`src/rtl/lfps_pkg.sv`:
```
`timescale 1ns / 1ps
`default_nettype none

package lfps_pkg;

  // Fixed field widths
  localparam int GAIN_W     = 16;   // Q8.8 gains
  localparam int BASE_W     = 7;    // base speed register
  localparam int CFG_DATA_W = 16;
  localparam int CFG_IDX_W  = 3;
  localparam int FRAC_W     = 16;   // Q0.16 reflectance
  localparam int INTEG_W    = 32;   // saturating integral
  localparam int Q_SHIFT    = 24;   // gain * error lands in Q.24
  localparam int DIV_BITS   = 2;    // quotient bits per divider cycle

  // Register reset values
  localparam int RST_PROP_GAIN  = 2560;
  localparam int RST_INTEG_GAIN = 0;
  localparam int RST_DERIV_GAIN = 0;
  localparam int RST_BASE_SPEED = 35;
  localparam int RST_ADC_FLOOR  = 210;
  localparam int RST_ADC_CEIL   = 2900;
  localparam int RST_BLACK_THR  = 2048;

  typedef enum logic [CFG_IDX_W-1:0] {
    REG_PROP_GAIN  = 3'd0,
    REG_INTEG_GAIN = 3'd1,
    REG_DERIV_GAIN = 3'd2,
    REG_BASE_SPEED = 3'd3,
    REG_ADC_FLOOR  = 3'd4,
    REG_ADC_CEIL   = 3'd5,
    REG_BLACK_THR  = 3'd6
  } cfg_reg_e;

  typedef enum logic [3:0] {
    S_IDLE,
    S_PREP,   // pick sensor, handle clamped and degenerate cases
    S_DIV,    // radix-4 restoring divide for the fraction
    S_WMUL,   // weight * fraction
    S_WACC,   // accumulate line error
    S_MULP,   // Kp * err
    S_MULI,   // Ki * err
    S_MULD,   // Kd * (err - prior)
    S_ADDI,
    S_ADDD,
    S_TRUNC,  // divide by 2^24 toward zero
    S_CLAMP,
    S_DONE
  } state_e;

endpackage

`default_nettype wire

```
`src/rtl/line_follow_pid_steering.sv`:
```
// Line follower PID steering. Each input beat carries one set of reflectance samples;
// each is clamped to the floor/ceiling calibration, scaled to a Q0.16 fraction, weighted
// (leftmost most negative) and summed into a line error that drives a PID step. The
// output beat carries the two motor duties, the clamped steer value and a mask of the
// sensors reading above the black threshold. Integral and prior error persist between
// beats. Work runs through one shared 16 x 22 signed multiplier and one accumulator under
// a small sequencer; the block takes one set at a time. Each sensor is prepared, then
// divided (2 quotient bits per divider cycle) when its sample lies strictly between
// floor and ceiling, then weighted and accumulated; the PID step and output follow.
// The finished result sits in an output register, so the next set is accepted while
// it waits. Configuration writes are taken at any time with cfg_ready_o high, and
// must only be issued while the block is idle.
`timescale 1ns / 1ps
`default_nettype none

module line_follow_pid_steering #(
  parameter int NUM_SENSORS = 5,
  parameter int SAMPLE_BITS = 12,
  parameter int FULL_SCALE  = 100,
  localparam int IN_TDATA_W  = ((NUM_SENSORS * SAMPLE_BITS + 7) / 8) * 8,
  localparam int DUTY_W      = $clog2(FULL_SCALE + 1),
  localparam int STEER_W     = DUTY_W + 1,
  localparam int OUT_W       = 2 * DUTY_W + STEER_W + NUM_SENSORS,
  localparam int OUT_TDATA_W = ((OUT_W + 7) / 8) * 8
) (
  input  wire logic                             clk_i,
  input  wire logic                             rst_ni,
  // sample_0 .. sample_N-1, SAMPLE_BITS each, from bit 0 up
  input  wire logic                             s_axis_tvalid,
  output logic                                  s_axis_tready,
  input  wire logic [IN_TDATA_W-1:0]            s_axis_tdata,
  // left_duty, right_duty, steer_value, black_mask, from bit 0 up
  output logic                                  m_axis_tvalid,
  input  wire logic                             m_axis_tready,
  output logic [OUT_TDATA_W-1:0]                m_axis_tdata,
  input  wire logic                             cfg_valid_i,
  output logic                                  cfg_ready_o,
  input  wire logic [lfps_pkg::CFG_IDX_W-1:0]   cfg_index_i,
  input  wire logic [lfps_pkg::CFG_DATA_W-1:0]  cfg_data_i
);
  import lfps_pkg::*;

  localparam int IDX_W   = $clog2(NUM_SENSORS);
  localparam int ERR_W   = $clog2(NUM_SENSORS * (NUM_SENSORS / 2) + 1) + FRAC_W + 1;
  localparam int DIFF_W  = ERR_W + 1;
  localparam int PROD_W  = GAIN_W + DIFF_W;
  localparam int SUMI_W  = PROD_W + 1;
  localparam int ACC_W   = PROD_W + 2;
  localparam int RAW_W   = ACC_W - Q_SHIFT;
  localparam int DSTEP   = FRAC_W / DIV_BITS;
  localparam int DCNT_W  = $clog2(DSTEP);
  localparam int CMP_W   = (DUTY_W > BASE_W) ? DUTY_W : BASE_W;
  localparam int SUMD_W  = STEER_W + 1;

  // configuration registers
  logic signed [GAIN_W-1:0]      kp_q, ki_q, kd_q;
  logic [BASE_W-1:0]             base_q;
  logic [SAMPLE_BITS-1:0]        floor_q, ceil_q, thr_q;

  // sequencer and datapath
  state_e                        state_q, state_d;
  logic [SAMPLE_BITS-1:0]        samples_q [NUM_SENSORS];
  logic [NUM_SENSORS-1:0]        mask_q;
  logic [IDX_W-1:0]              idx_q;
  logic [DCNT_W-1:0]             cnt_q;
  logic [SAMPLE_BITS-1:0]        dvs_q, rem_q;
  logic [FRAC_W-1:0]             frac_q;
  logic signed [ERR_W-1:0]       err_q, prior_q;
  logic signed [DIFF_W-1:0]      diff_q;
  logic signed [PROD_W-1:0]      prod_q;
  logic signed [INTEG_W-1:0]     integ_q;
  logic signed [ACC_W-1:0]       acc_q;
  logic signed [RAW_W-1:0]       raw_q;
  logic signed [STEER_W-1:0]     steer_q;

  // output register
  logic                          out_valid_q;
  logic [DUTY_W-1:0]             left_q, right_q;
  logic [STEER_W-1:0]            steer_out_q;
  logic [NUM_SENSORS-1:0]        mask_out_q;

  logic [SAMPLE_BITS-1:0]        in_smp [NUM_SENSORS];
  logic [NUM_SENSORS-1:0]        in_mask;
  logic                          in_acc;
  logic [SAMPLE_BITS-1:0]        cur_smp;
  logic                          degen, go_div;
  logic [FRAC_W-1:0]             prep_frac;
  logic [SAMPLE_BITS:0]          t1, t2;
  logic [SAMPLE_BITS-1:0]        r1, r2;
  logic                          b1, b2;
  logic signed [GAIN_W-1:0]      wgt, mul_a;
  logic signed [DIFF_W-1:0]      mul_b;
  logic signed [PROD_W-1:0]      prod;
  logic signed [SUMI_W-1:0]      isum;
  logic signed [INTEG_W-1:0]     isat;
  logic signed [RAW_W-1:0]       trunc_val;
  logic [DUTY_W-1:0]             base_sat, limit;
  logic signed [RAW_W-1:0]       lim_s;
  logic signed [SUMD_W-1:0]      left_s, right_s;
  logic                          out_load;

  // input unpack and black mask
  always_comb begin
    for (int n = 0; n < NUM_SENSORS; n++) begin
      in_smp[n]  = s_axis_tdata[n*SAMPLE_BITS +: SAMPLE_BITS];
      in_mask[n] = in_smp[n] > thr_q;
    end
  end

  assign s_axis_tready = (state_q == S_IDLE);
  assign in_acc        = s_axis_tvalid && s_axis_tready;
  assign cfg_ready_o   = 1'b1;

  // sensor selection and clamp cases
  assign cur_smp = samples_q[idx_q];
  assign degen   = (ceil_q <= floor_q);
  assign go_div  = !degen && (cur_smp > floor_q) && (cur_smp < ceil_q);

  always_comb begin
    if (degen) begin
      prep_frac = (cur_smp >= floor_q) ? '1 : '0;
    end else if (cur_smp <= floor_q) begin
      prep_frac = '0;
    end else begin
      prep_frac = '1;
    end
  end

  // two restoring divide steps; remainder stays below the divisor
  always_comb begin
    t1 = {rem_q, 1'b0};
    b1 = (t1 >= {1'b0, dvs_q});
    r1 = b1 ? SAMPLE_BITS'(t1 - {1'b0, dvs_q}) : t1[SAMPLE_BITS-1:0];
    t2 = {r1, 1'b0};
    b2 = (t2 >= {1'b0, dvs_q});
    r2 = b2 ? SAMPLE_BITS'(t2 - {1'b0, dvs_q}) : t2[SAMPLE_BITS-1:0];
  end

  // weight runs from -(N/2) for sensor 0 upward
  assign wgt = GAIN_W'(idx_q) - GAIN_W'(NUM_SENSORS / 2);

  // shared multiplier operand select
  always_comb begin
    unique case (state_q)
      S_MULP:  begin mul_a = kp_q; mul_b = DIFF_W'(err_q); end
      S_MULI:  begin mul_a = ki_q; mul_b = DIFF_W'(err_q); end
      S_MULD:  begin mul_a = kd_q; mul_b = diff_q;         end
      default: begin mul_a = wgt;  mul_b = $signed(DIFF_W'(frac_q)); end
    endcase
  end
  assign prod = mul_a * mul_b;

  // integral add with 32-bit saturation
  assign isum = SUMI_W'(integ_q) + SUMI_W'(prod_q);
  always_comb begin
    if (isum[SUMI_W-1:INTEG_W-1] != '0 && isum[SUMI_W-1:INTEG_W-1] != '1) begin
      isat = isum[SUMI_W-1] ? {1'b1, {(INTEG_W-1){1'b0}}} : {1'b0, {(INTEG_W-1){1'b1}}};
    end else begin
      isat = isum[INTEG_W-1:0];
    end
  end

  // shift toward zero
  assign trunc_val = acc_q[ACC_W-1:Q_SHIFT]
                   + RAW_W'(acc_q[ACC_W-1] && (acc_q[Q_SHIFT-1:0] != '0));

  // steer limit
  always_comb begin
    if (CMP_W'(base_q) > CMP_W'(FULL_SCALE)) begin
      base_sat = DUTY_W'(FULL_SCALE);
    end else begin
      base_sat = DUTY_W'(base_q);
    end
    limit = DUTY_W'(FULL_SCALE) - base_sat;
    lim_s = $signed(RAW_W'(limit));
  end

  assign left_s   = $signed(SUMD_W'(base_sat)) + SUMD_W'(steer_q);
  assign right_s  = $signed(SUMD_W'(base_sat)) - SUMD_W'(steer_q);
  assign out_load = (state_q == S_DONE) && (!out_valid_q || m_axis_tready);

  // next state
  always_comb begin
    state_d = state_q;
    unique case (state_q)
      S_IDLE:  if (in_acc) begin
        state_d = S_PREP;
      end
      S_PREP:  state_d = go_div ? S_DIV : S_WMUL;
      S_DIV:   if (cnt_q == DCNT_W'(DSTEP - 1)) begin
        state_d = S_WMUL;
      end
      S_WMUL:  state_d = S_WACC;
      S_WACC:  state_d = (idx_q == IDX_W'(NUM_SENSORS - 1)) ? S_MULP : S_PREP;
      S_MULP:  state_d = S_MULI;
      S_MULI:  state_d = S_MULD;
      S_MULD:  state_d = S_ADDI;
      S_ADDI:  state_d = S_ADDD;
      S_ADDD:  state_d = S_TRUNC;
      S_TRUNC: state_d = S_CLAMP;
      S_CLAMP: state_d = S_DONE;
      S_DONE:  if (out_load) begin
        state_d = S_IDLE;
      end
      default: state_d = S_IDLE;
    endcase
  end

  always_ff @(posedge clk_i or negedge rst_ni) begin
    if (!rst_ni) begin
      state_q <= S_IDLE;
    end else begin
      state_q <= state_d;
    end
  end

  // configuration
  always_ff @(posedge clk_i or negedge rst_ni) begin
    if (!rst_ni) begin
      kp_q    <= GAIN_W'(RST_PROP_GAIN);
      ki_q    <= GAIN_W'(RST_INTEG_GAIN);
      kd_q    <= GAIN_W'(RST_DERIV_GAIN);
      base_q  <= BASE_W'(RST_BASE_SPEED);
      floor_q <= SAMPLE_BITS'(RST_ADC_FLOOR);
      ceil_q  <= SAMPLE_BITS'(RST_ADC_CEIL);
      thr_q   <= SAMPLE_BITS'(RST_BLACK_THR);
    end else if (cfg_valid_i) begin
      unique case (cfg_reg_e'(cfg_index_i))
        REG_PROP_GAIN:  kp_q    <= cfg_data_i;
        REG_INTEG_GAIN: ki_q    <= cfg_data_i;
        REG_DERIV_GAIN: kd_q    <= cfg_data_i;
        REG_BASE_SPEED: base_q  <= cfg_data_i[BASE_W-1:0];
        REG_ADC_FLOOR:  floor_q <= cfg_data_i[SAMPLE_BITS-1:0];
        REG_ADC_CEIL:   ceil_q  <= cfg_data_i[SAMPLE_BITS-1:0];
        REG_BLACK_THR:  thr_q   <= cfg_data_i[SAMPLE_BITS-1:0];
        default: ;
      endcase
    end
  end

  // PID state and control counters
  always_ff @(posedge clk_i or negedge rst_ni) begin
    if (!rst_ni) begin
      integ_q <= '0;
      prior_q <= '0;
      idx_q   <= '0;
      cnt_q   <= '0;
    end else begin
      unique case (state_q)
        S_IDLE: begin
          idx_q <= '0;
          cnt_q <= '0;
        end
        S_DIV:  cnt_q <= cnt_q + 1'b1;
        S_WACC: idx_q <= idx_q + 1'b1;
        S_MULP: prior_q <= err_q;
        S_MULD: integ_q <= isat;
        default: ;
      endcase
    end
  end

  // datapath payload
  always_ff @(posedge clk_i) begin
    unique case (state_q)
      S_IDLE: if (in_acc) begin
        samples_q <= in_smp;
        mask_q    <= in_mask;
        err_q     <= '0;
        dvs_q     <= ceil_q - floor_q;
      end
      S_PREP: begin
        frac_q <= prep_frac;
        rem_q  <= cur_smp - floor_q;
      end
      S_DIV: begin
        rem_q  <= r2;
        frac_q <= {frac_q[FRAC_W-DIV_BITS-1:0], b1, b2};
      end
      S_WMUL: prod_q <= prod;
      S_WACC: err_q  <= err_q + prod_q[ERR_W-1:0];
      S_MULP: begin
        prod_q <= prod;
        diff_q <= DIFF_W'(err_q) - DIFF_W'(prior_q);
      end
      S_MULI: begin
        prod_q <= prod;
        acc_q  <= ACC_W'(prod_q);
      end
      S_MULD:  prod_q <= prod;
      S_ADDI:  acc_q  <= acc_q + ACC_W'(integ_q);
      S_ADDD:  acc_q  <= acc_q + ACC_W'(prod_q);
      S_TRUNC: raw_q  <= trunc_val;
      S_CLAMP: begin
        if (raw_q > lim_s) begin
          steer_q <= STEER_W'(lim_s);
        end else if (raw_q < -lim_s) begin
          steer_q <= STEER_W'(-lim_s);
        end else begin
          steer_q <= STEER_W'(raw_q);
        end
      end
      default: ;
    endcase
  end

  // output register
  always_ff @(posedge clk_i or negedge rst_ni) begin
    if (!rst_ni) begin
      out_valid_q <= 1'b0;
    end else if (out_load) begin
      out_valid_q <= 1'b1;
    end else if (m_axis_tready) begin
      out_valid_q <= 1'b0;
    end
  end

  always_ff @(posedge clk_i) begin
    if (out_load) begin
      left_q      <= left_s[SUMD_W-1] ? '0 : left_s[DUTY_W-1:0];
      right_q     <= right_s[SUMD_W-1] ? '0 : right_s[DUTY_W-1:0];
      steer_out_q <= steer_q;
      mask_out_q  <= mask_q;
    end
  end

  assign m_axis_tvalid = out_valid_q;
  assign m_axis_tdata  = OUT_TDATA_W'({mask_out_q, steer_out_q, right_q, left_q});

  // checks
  a_steer_range: assert property (@(posedge clk_i) disable iff (!rst_ni)
    out_valid_q |-> ($signed(steer_out_q) <= $signed(STEER_W'(FULL_SCALE)) &&
                     $signed(steer_out_q) >= -$signed(STEER_W'(FULL_SCALE))))
    else $error("steer value beyond full scale");

  a_duty_range: assert property (@(posedge clk_i) disable iff (!rst_ni)
    out_valid_q |-> (left_q <= DUTY_W'(FULL_SCALE) && right_q <= DUTY_W'(FULL_SCALE)))
    else $error("motor duty beyond full scale");

  a_out_from_done: assert property (@(posedge clk_i) disable iff (!rst_ni)
    $rose(out_valid_q) |-> $past(state_q == S_DONE))
    else $error("result beat raised outside the final step");

  a_div_rem: assert property (@(posedge clk_i) disable iff (!rst_ni)
    (state_q == S_DIV) |-> (rem_q < dvs_q))
    else $error("divider remainder not below divisor");

endmodule

`default_nettype wire
```
`config.mk`:
```
export PLATFORM = sky130hd
export DESIGN_NAME = line_follow_pid_steering
export DESIGN_NICKNAME = d
export VERILOG_FILES = /design/src/rtl/lfps_pkg.sv /design/src/rtl/line_follow_pid_steering.sv
export SDC_FILE = /design/constraint.sdc
export NUM_CORES = 2
export LEC_CHECK = 0
export BUFFER_PORTS_ARGS = -buffer_cell sky130_fd_sc_hd__buf_2
export CAP_MARGIN = 0
export CORE_ASPECT_RATIO = 1.5
export CORE_MARGIN = 1
export CORE_UTILIZATION = 50
export CTS_CLUSTER_DIAMETER = 40
export DETAILED_ROUTE_END_ITERATION = 6
export PLACE_DENSITY_LB_ADDON = 0.05
export SLEW_MARGIN = 25
export SYNTH_ARGS = -nofsm -noshare
export SYNTH_HDL_FRONTEND = slang
export SYNTH_SLANG_ARGS = --single-unit
```
`constraint.sdc`:
```
create_clock -name clk_i -period 7.6 [get_ports clk_i]
set_input_delay 1.9 -clock clk_i [delete_from_list [all_inputs] [get_ports clk_i]]
set_output_delay 1.9 -clock clk_i [all_outputs]
set_load 0.03 [all_outputs]
```
# [After elaboration in Yosys (flattened, before gate mapping)]
# Index checks and enable logic that the tools add are counted.
[totals] latch_bits=0 ram_bits=0 input_bits=88 ff_bits=432 output_inout_bits=35 rom_bits=0 memories=0 elab_cells=152
[op_classes] n_addsub=17 eq_ne=24 n_reduce_logical=30 mux=30 n_bitwise=1 multipliers=1 shifts=0 div=0 n_lt_le_gt_ge=16
[ops] op="$pmux 40 s3" n=1
[ops] op="$gt 12x12->1" n=6
[ops] op="$mux 32" n=2
[ops] op="$pmux 4 s13" n=1
[ops] op="$mux 12" n=4
[ops] op="$mux 16" n=3
[ops] op="$pmux 16 s3" n=1
[ops] op="$sub 12x12->12" n=4
[ops] op="$pmux 22 s2" n=1
[ops] op="$pmux 21 s2" n=1
[ops] op="$add 40x32->40" n=1
[ops] op="$add 40x38->40" n=1
[ops] op="$add 32x38->39" n=1
[ops] op="$mul 16x22->38" n=1
[ops] op="$bmux 12 s3" n=1
[ops] op="$pmux 16 s2" n=1
[ops] op="$ge 13x12->1" n=2
[ops] op="$le 12x12->1" n=2
[ops] op="$pmux 12 s2" n=1
[ops] op="$reduce_bool 24->1" n=1
[ops] op="$sub 21x21->22" n=1
[ops] op="$add 21x21->21" n=1
[ops] op="$mux 21" n=1
[ops] op="$eq 4x4->1 const B" n=5
[ops] op="other kinds (41)" n=75

# [Logic depth before layout (Yosys ltp)]
[depth] ltp_word=9 mapped_depth=34 ltp_nobuf=30

# [Worst setup path after synthesis]
# OpenSTA, ideal clock, no wires.
[synth_timing] path_kind="register -> register" from="reg state_q[0]" to="reg prod_q[34], data pin" stages_incl_launch_ff=32 t_required_ns=7.334 t_arrival_ns=7.534 path_buffers=4 slack_ns=-0.200 setup_time_ns=0.266 period_less_slack_ns=7.800 path_cell_list="dfrtp_1 clkbuf_1 buf_1 mux2i_1 a21oi_1 nor2_1 nor2_1 clkbuf_1 nand2_1 fa_1 inv_1 fa_1 inv_1 fa_1 inv_1 fa_1 fa_1 inv_1 fa_1 inv_1 ha_1 clkbuf_1 a21oi_1 o21ai_0 a21oi_1 a2bb2oi_1 o211a_1 a21oi_1 a31o_2 a2111oi_0 nor3_1 xor2_1"
[synth_via] elab_chain_len=4 word_cells_on_any_way=7 classes_between="1 x mul; 3 x eq/ne; 2 x mux; 1 x reduce/logical"
[synth_lines] element="from (decl)" line_no="line_follow_pid_steering.sv:61" text="state_e state_q, state_d;"
[synth_lines] element="from (signal assigned)" line_no="line_follow_pid_steering.sv:213" text="state_q <= state_d;"
[synth_lines] element="$eq 4x3->1" line_no="line_follow_pid_steering.sv:144" text="unique case (state_q)"
[synth_lines] element="$reduce_or 2->1 (no source line)"
[synth_lines] element="$pmux 22 s2" line_no="line_follow_pid_steering.sv:144"
[synth_lines] element="$mul 16x22->38 *" line_no="line_follow_pid_steering.sv:151" text="assign prod = mul_a * mul_b;"
[synth_lines] element="via prod[34]" line_no="line_follow_pid_steering.sv:93" text="logic signed [PROD_W-1:0] prod;"
[synth_lines] element="to (signal assigned)" line_no="line_follow_pid_steering.sv:280" text="S_WMUL: prod_q <= prod;"
[synth_lines] element="to (signal assigned)" line_no="line_follow_pid_steering.sv:283" text="prod_q <= prod;"
[synth_lines] element="to (signal assigned)" line_no="line_follow_pid_steering.sv:287" text="prod_q <= prod;"
[synth_lines] element="to (decl)" line_no="line_follow_pid_steering.sv:70" text="logic signed [PROD_W-1:0] prod_q;"
# Mark *: on every way through the listed nets, which the timed path passes. The rest lies on a longest branch.
# A chain may end at the register's enable or synchronous reset.

# [Final worst setup path]
# Same ends and word-level chain as after synthesis.

==> flow_summary.toml <==
[outcome]
status = "finished, final reports clean"

[routing]
wire_per_inst_um = 20.03
drc = 0
vias_per_cell = 5.485
drt_iter0_markers = 1367
drtAntennaViolNets = 0
firstDrtPassIters = 7
drt-total-wl_um = 115000
vias = 31490

[die]
fp.dieH_um = 351.3
core-area_um2 = 80250
rows = 127
die_area_um2 = 82510
die_x_um = 234.9
ios = 123
start_util_pct = 50.68

[finish]
nets = 5469
drive_gt1_share_pct = 18.82
fill_cells = 7067
fin_area_um2 = 48210
syn2layout_area_growth_pct = 18.53

[worst_setup_path]
path_class = "reg -> reg"
r2r_cells = 31
crit_fanout = 7
cp_data_arrival_time_ns = 7.78
end_kind = "register"
rr_startpoint = "state_q[0]"
critPathLaunchType = "register"
cp_slowest_cell = "fa_1"
r2r-end = "prod_q[34]"
cp_slowest_stage_delay_ns = 0.62
crit_required_ns = 7.96
crit_path_frequent_cell = "fa_1"
r2r_slack_ns = 0.18

[grt]
grt_pass1_vias = 33080
grt_usage_pct = 28.76
antenna_found_initial = 1
grt_pass1_wl_um = 182600
overflow = 0
grt_start_max_net_pins = 96

[cts]
path_clk_slew_ns = 0.07
ctsRootBufferMaster = "clkbuf_16"
htree_levels = 3
hold_buffers = 0
clock_latency_ns = 0.66
cts.path.max_buffers = 3
cts_tree = "yes"
cts.sinks = 432
cts_buffers = 70

[timing]
maxSlewHeadroom_pct = 30.03
drv_slew = 0
tightest_slew_ns = 1.046
finalWorstSetupSlack_ns = 0.1789
finalCritPeriodShare_pct = 97.65
setup_viol = 0
finClkSkew_ns = 0.03828
fin_crit_ns = 7.421
fmax_ghz = 0.1348
hold_viol = 0

[worst_hold_path]
worstHoldStart = "mask_q[3]"
holdPathStages = 0
worstHoldEndpoint = "mask_out_q[3]"
hold_class = "reg -> reg"

[synth]
syn_area_um2 = 40670
synth_top_family_by_area = "adder cells"
synthCells = 4224
synth-xor-area-share_pct = 4.285
ys_top_cells_by_count = "inv_1, nand2_1, ha_1"
synth.most_common_cell = "inv_1"
ys_top_cells_by_area = "edfxtp_1, fa_1, ha_1"
muxShareOfSynthArea_pct = 5.011
async_reset_ff_share_pct = 35.88
ys.flop_type = "edfxtp_1"
yosys.area.top_type_share_pct = 20.45
synth_compound_area_share_pct = 11.88
avgSynthCellArea_um2 = 9.629
synthAdderAreaFrac_pct = 29.01
yosysWarnings = 0
yosys.area.top_type = "edfxtp_1"
seq_area_frac_synth_pct = 30.04
synth_edf_count = 277
synth-seq-cells = 432
synthSimpleGateAreaFrac_pct = 13.31
ys_types = 79

[placed_design]
hpwl_um = 92060
place_congestion = 0.9076
place_area_um2 = 44670
dp_slack_ns = -0.2452
numPortBuffers = 112

[flow_run]
drv_cap = 0
[metal layers]
metal  vias up  global-route usage [%]  wire [um]
met5         -                       0          0
li1      15120                       -          -
met1     15510                   31.70      44020
met4         0                   14.53       6340
met3       244                   3.257       3673
met2       614                   54.47      60960
[cell usage in the layout (no fill, tap or decap), drive strengths merged, types with 10 or more instances in the layout]
cell type and n:
a211o 10, a211oi 22, a21boi 20, a21o 120, a21oi 193, a31oi 17
and2 15, and3 16, buf 481, clkbuf 85, clkinv 14, dfrtp 139
dfstp 16, edfxtp 277, fa 355, ha 375, inv 569, mux2 117
mux2i 72, nand2 498, nand2b 63, nand3 79, nand4 39, nor2 356
nor2b 50, nor3 63, nor4 14, o21a 44, o21ai 206, o21bai 25
o22ai 17, or3 14, xnor2 140, xor2 59
[registers in the layout, summed over array words and instances (netlist names), 21 cells and up]
name	count
diff_q	22
prior_q	21
err_q	21
acc_q	40
samples_q	60
integ_q	32
prod_q	38
[worst max-delay path: cells and delay by family, from the launching register on]
family | cells | cell delay (ns)
adder cells (fa/ha/maj) | 7 | 3.40
AO/OA/AOI/OAI | 10 | 1.86
buffers and inverters | 8 | 0.90
flip-flops | 1 | 0.39
AND/OR/NAND/NOR | 4 | 0.30
XOR/XNOR | 1 | 0.17
multiplexers | 1 | 0.11
[worst max-delay path by stage]
stage,slack (ns),cells past startpoint,endpoint,startpoint
6_report,0.18,31,prod_q[34],state_q[0]
5_1_grt,-0.04,34,prod_q[36],state_q[0]
4_1_cts,0.006,33,prod_q[35],state_q[0]
3_5_place_dp,-0.25,28,prod_q[35],state_q[3]
3_3_place_gp,-0.29,28,prod_q[35],state_q[3]
2_1_floorplan,0.01,30,prod_q[34],state_q[2]
[metrics by stage]
step                      instances  utilization [%]  hold WS (ns)  setup TNS (ns)
after global placement         5561            55.66        0.4051         -0.9087
after CTS                      5708            59.12        0.4211               0
after floorplan                4228                -        0.4003               0
after detailed placement       5561            55.67        0.4072         -0.7648
final                          5741            60.07        0.4200               0
after global routing           5740            60.07        0.4276         -0.1249
[cell families (layout without fill, tap and decap cells)]
| logic type | after synthesis | count (layout) |
|---|---|---|
| and+or+nand+nor | 1230 | 1230 |
| muxes | 189 | 189 |
| other | 2 | 7 |
| DFF | 432 | 432 |
| adders and majority gates | 730 | 730 |
| xor gates and xnor gates | 199 | 199 |
| buffers and inverters | 684 | 1164 |
| AOI/OAI and AO/OA | 758 | 758 |
[layout make-up]
type                    count  area, um^2  share of cell area [%]
multi-input cells        3112       26560                   55.09
flip-flops and latches    432       12220                   25.35
repair buffers            483        3691                   7.657
inverters                 552        2072                   4.298
clock buffers              83        1821                   3.776
well taps                1032        1291                   2.679
clock inverters            46       553.0                   1.147
diodes                      1       2.502                0.005191
[repair_timing]
item,CTS,global route
setup buffers,16,30
resized for setup,51,105
cloned,2,0
endpoints found under the setup margin,5,9
pin swaps,20,108
Power is left out: the tool's default activity adds up to more than one toggle a clock period on the data nets, which glitch-free logic cannot reach.
